===== src/design/odm_ram.sv =====
// ----------------------------------------------------------------------------
// odm_ram
// generic simple dual port ram, one write and one registered read port
// ----------------------------------------------------------------------------
module odm_ram #(
  parameter int WIDTH = 4,
  parameter int DEPTH = 256
) (
  input  logic                     clk,
  input  logic                     wr_en,
  input  logic [$clog2(DEPTH)-1:0] wr_addr,
  input  logic [WIDTH-1:0]         wr_data,
  input  logic                     rd_en,
  input  logic [$clog2(DEPTH)-1:0] rd_addr,
  output logic [WIDTH-1:0]         rd_data
);

  logic [WIDTH-1:0] mem [DEPTH];

  always_ff @(posedge clk) begin
    if (wr_en) begin
      mem[wr_addr] <= wr_data;
    end
  end

  always_ff @(posedge clk) begin
    if (rd_en) begin
      rd_data <= mem[rd_addr];
    end
  end

endmodule


===== config.mk =====
export PLATFORM = sky130hd
export DESIGN_NAME = odm_ram
export DESIGN_NICKNAME = d
export VERILOG_FILES = /design/src/design/odm_ram.sv
export SDC_FILE = /design/constraint.sdc
export NUM_CORES = 1
export LEC_CHECK = 0
export CAP_MARGIN = 10
export CORE_MARGIN = 5
export CORE_UTILIZATION = 60
export DETAILED_ROUTE_END_ITERATION = 10
export DONT_BUFFER_PORTS = 1
export GPL_ROUTABILITY_DRIVEN = 0
export PLACE_DENSITY = 0.76
export SLEW_MARGIN = 25
export SYNTH_ARGS = -nofsm -noshare
export SYNTH_HDL_FRONTEND = slang
export SYNTH_SLANG_ARGS = --single-unit

===== constraint.sdc =====
create_clock -name clk -period 5.27 [get_ports clk]
set_clock_uncertainty 0.2 [all_clocks]
set_input_delay 1.054 -clock clk [delete_from_list [all_inputs] [get_ports clk]]
set_output_delay 1.054 -clock clk [all_outputs]
set_load 0.02 [all_outputs]

==> flow_summary.ini <==
[critical_path]
startpoint_type = input pin
path_cells = mux4_2 -> nor2b_1 -> a211oi_1 -> a2111oi_0 -> nor4_1 -> o211ai_1
critPathMaxFanout = 275
end_kind = flop
regToRegStartpoint = mem[163][3]
path_class = input pin to flop
crit_slowest_cell = nor4_1
critPathArrivalTime_ns = 4.16
cp-startpoint = rd_addr[0]
cp_data_required_time_ns = 5.44
rrSetupSlack_ns = 2.00
worst-r2r-cell-count = 6
cpPeakStageDelay_ns = 1.03

[clocking]
insertion_delay_ns = 0.66
ctsHoldBuffers = 0
cts_made_buffers = 99
tritoncts = yes
clk_pin_slew_ns = 0.06
cts_setup_buffers = 0
ctsRootBufferMaster = clkbuf_16
cts.repair.resized = 0
clockBufferDepth = 3
cts_sinks = 1028
h-tree-depth = 3

[drt]
dr.pass1.iters = 5
routedWlPerCell_um = 30.3
postRouteAntennaNets = 0
wirelength_mm = 90.9
drcViolationCount = 0
vias_per_cell = 6.70
vias = 20100
drt_iter0_drc = 2402

[synth]
synth_edf_count = 1028
yosysSeqAreaShare_pct = 75.8
ys_warn_count = 0
yosysMostFrequentCell = edfxtp_1
synth_common_cells = edfxtp_1, nor2_1, mux4_2, clkbuf_1, mux2i_1
ys_dominant_reg_cell = edfxtp_1
netlist.area_leader.share_pct = 75.8
synthCells = 2051
synthesis.nets = 2074
ys_types = 41
synthTopCellsByArea = edfxtp_1, mux4_2, nor2_1, mux2i_1, clkbuf_1
syn_area_mm2 = 0.0407
synth_top_cell_by_area = edfxtp_1
async_reset_ff_share_pct = 0
ys_ff_latch = 1028
synth_area_per_cell_um2 = 19.9

[global_routing]
grt.overflow.total = 0
grt_max_degree = 276
grt_pass1_wl_mm = 135
grtUsageTotal_pct = 25.0
grt_pass1_vias = 20600
grt_antenna_before_repair = 2

[floorplan]
die_y_um = 270
fp.dieW_um = 270
coreArea_mm2 = 0.0673
rows = 95
start_util_pct = 60.5
dieArea_mm2 = 0.0732
ios = 27

[run_status]
status = finished, final reports clean

[pwr]
leakage_nw = 13.5
power.density_mw_per_mm2 = 370
p_total_mw = 16.4
peakVddDrop_uv = 274

[place]
post-place-ws_ns = 1.39
port_buffers = 0
dp_hpwl_mm = 50.8
place_area_mm2 = 0.0413

[hold_path]
worstHoldPathCells = 0
hp-class = input pin to flop
min-delay-start = rd_en

[sta]
rsz0062_at_grt = false
fin_tns_setup_ns = 0
post-route-period-util_pct = 75.7
worst_pin_slew_ns = 1.23
hold_ws_ns = 0.303
fmaxAchievable_mhz = 251
slew_viol_final = 0
hold_viol_final = 0
setup_slack_ns = 1.28
finalSetupViolCount = 0
relSlewSlack_pct = 17.4
fin_crit_ns = 3.99

[layout]
design_area_mm2 = 0.0444
fillCellCount = 4117
drive_gt1_share_pct = 19.9
final_nets = 2065
area_delta_synth_final_pct = 9.14

[run]
cap_viol_max_count = 0
## worst paths after layout
check / end
setup / recovery: rd_data[3]
hold / removal: rd_data[0]
setup reg to reg: rd_data[3]
hold reg to reg: rd_data[3]
## registers in the layout, indices dropped and copies added, names as in the netlist
| name | count |
|---|---|
| mem | 1024 |
| rd_data | 4 |
## through the flow
stage          instances  util, %
2_1_floorplan       2051        -
3_5_place_dp        2814     61.3
5_1_grt             3001     66.0
4_1_cts             3001     66.0
6_report            3002     66.0
3_3_place_gp        2814     61.3
## final cells by class
type | instances | area [µm²] | share of cell area, %
Sequential cell | 1028 | 30900 | 69.5
Multi-Input combinational cell | 893 | 9150 | 20.6
Clock buffer | 117 | 2610 | 5.87
Tap cell | 873 | 1090 | 2.46
Clock inverter | 70 | 571 | 1.28
Timing Repair Buffer | 18 | 135 | 0.304
Inverter | 2 | 7.51 | 0.0169
Antenna cell | 1 | 2.50 | 0.00563
## logic make-up (layout without fill, tap and decap cells)
logic type / count (synthesis) / in the layout / share of synthesized area, %
buffers and inverters: 130 / 207 / 1.71
multiplexers: 321 / 321 / 15.6
flip-flops: 1028 / 1028 / 75.8
AO/OA/AOI/OAI: 125 / 125 / 2.15
AND/OR/NAND/NOR: 447 / 447 / 4.73
other: 0 / 1 / 0
## layout by cell type, fill, tap and decap left out, types with 15 or more instances in the layout
cell,count
a22oi_1,32
buf_4,18
clkbuf_1,15
clkbuf_16,102
clkinv_1,26
clkinv_2,25
edfxtp_1,1028
mux2i_1,65
mux4_2,250
nand2_1,55
nand3_1,39
nand4_1,15
nor2_1,275
nor2b_1,26
o21ai_0,16
## critical path: cells and delay by family
family	cells	cell delay, ns
AO/OA/AOI/OAI	3	0.76
multiplexers	1	0.75
AND/OR/NAND/NOR	2	1.17
## where the power goes
group | total [mW] | internal (mW) | switching [mW] | leakage [nW]
sequential | 9.03 | 9.02 | 0.0160 | 9.24
clock | 6.92 | 3.93 | 2.99 | 1.56
combinational | 0.475 | 0.250 | 0.225 | 2.72
## routing by layer
| metal | vias to the layer above | share of wire, % | GRT usage [%] |
|---|---|---|---|
| met2 | 1146 | 48 | 39.3 |
| met1 | 10400 | 38 | 34.9 |
| met3 | 182 | 11 | 6.73 |
| met5 | - | 0.0077 | 0 |
| li1 | 8354 | - | - |
| met4 | 2 | 3.2 | 8.18 |
(Power assumes the default switching activity.)
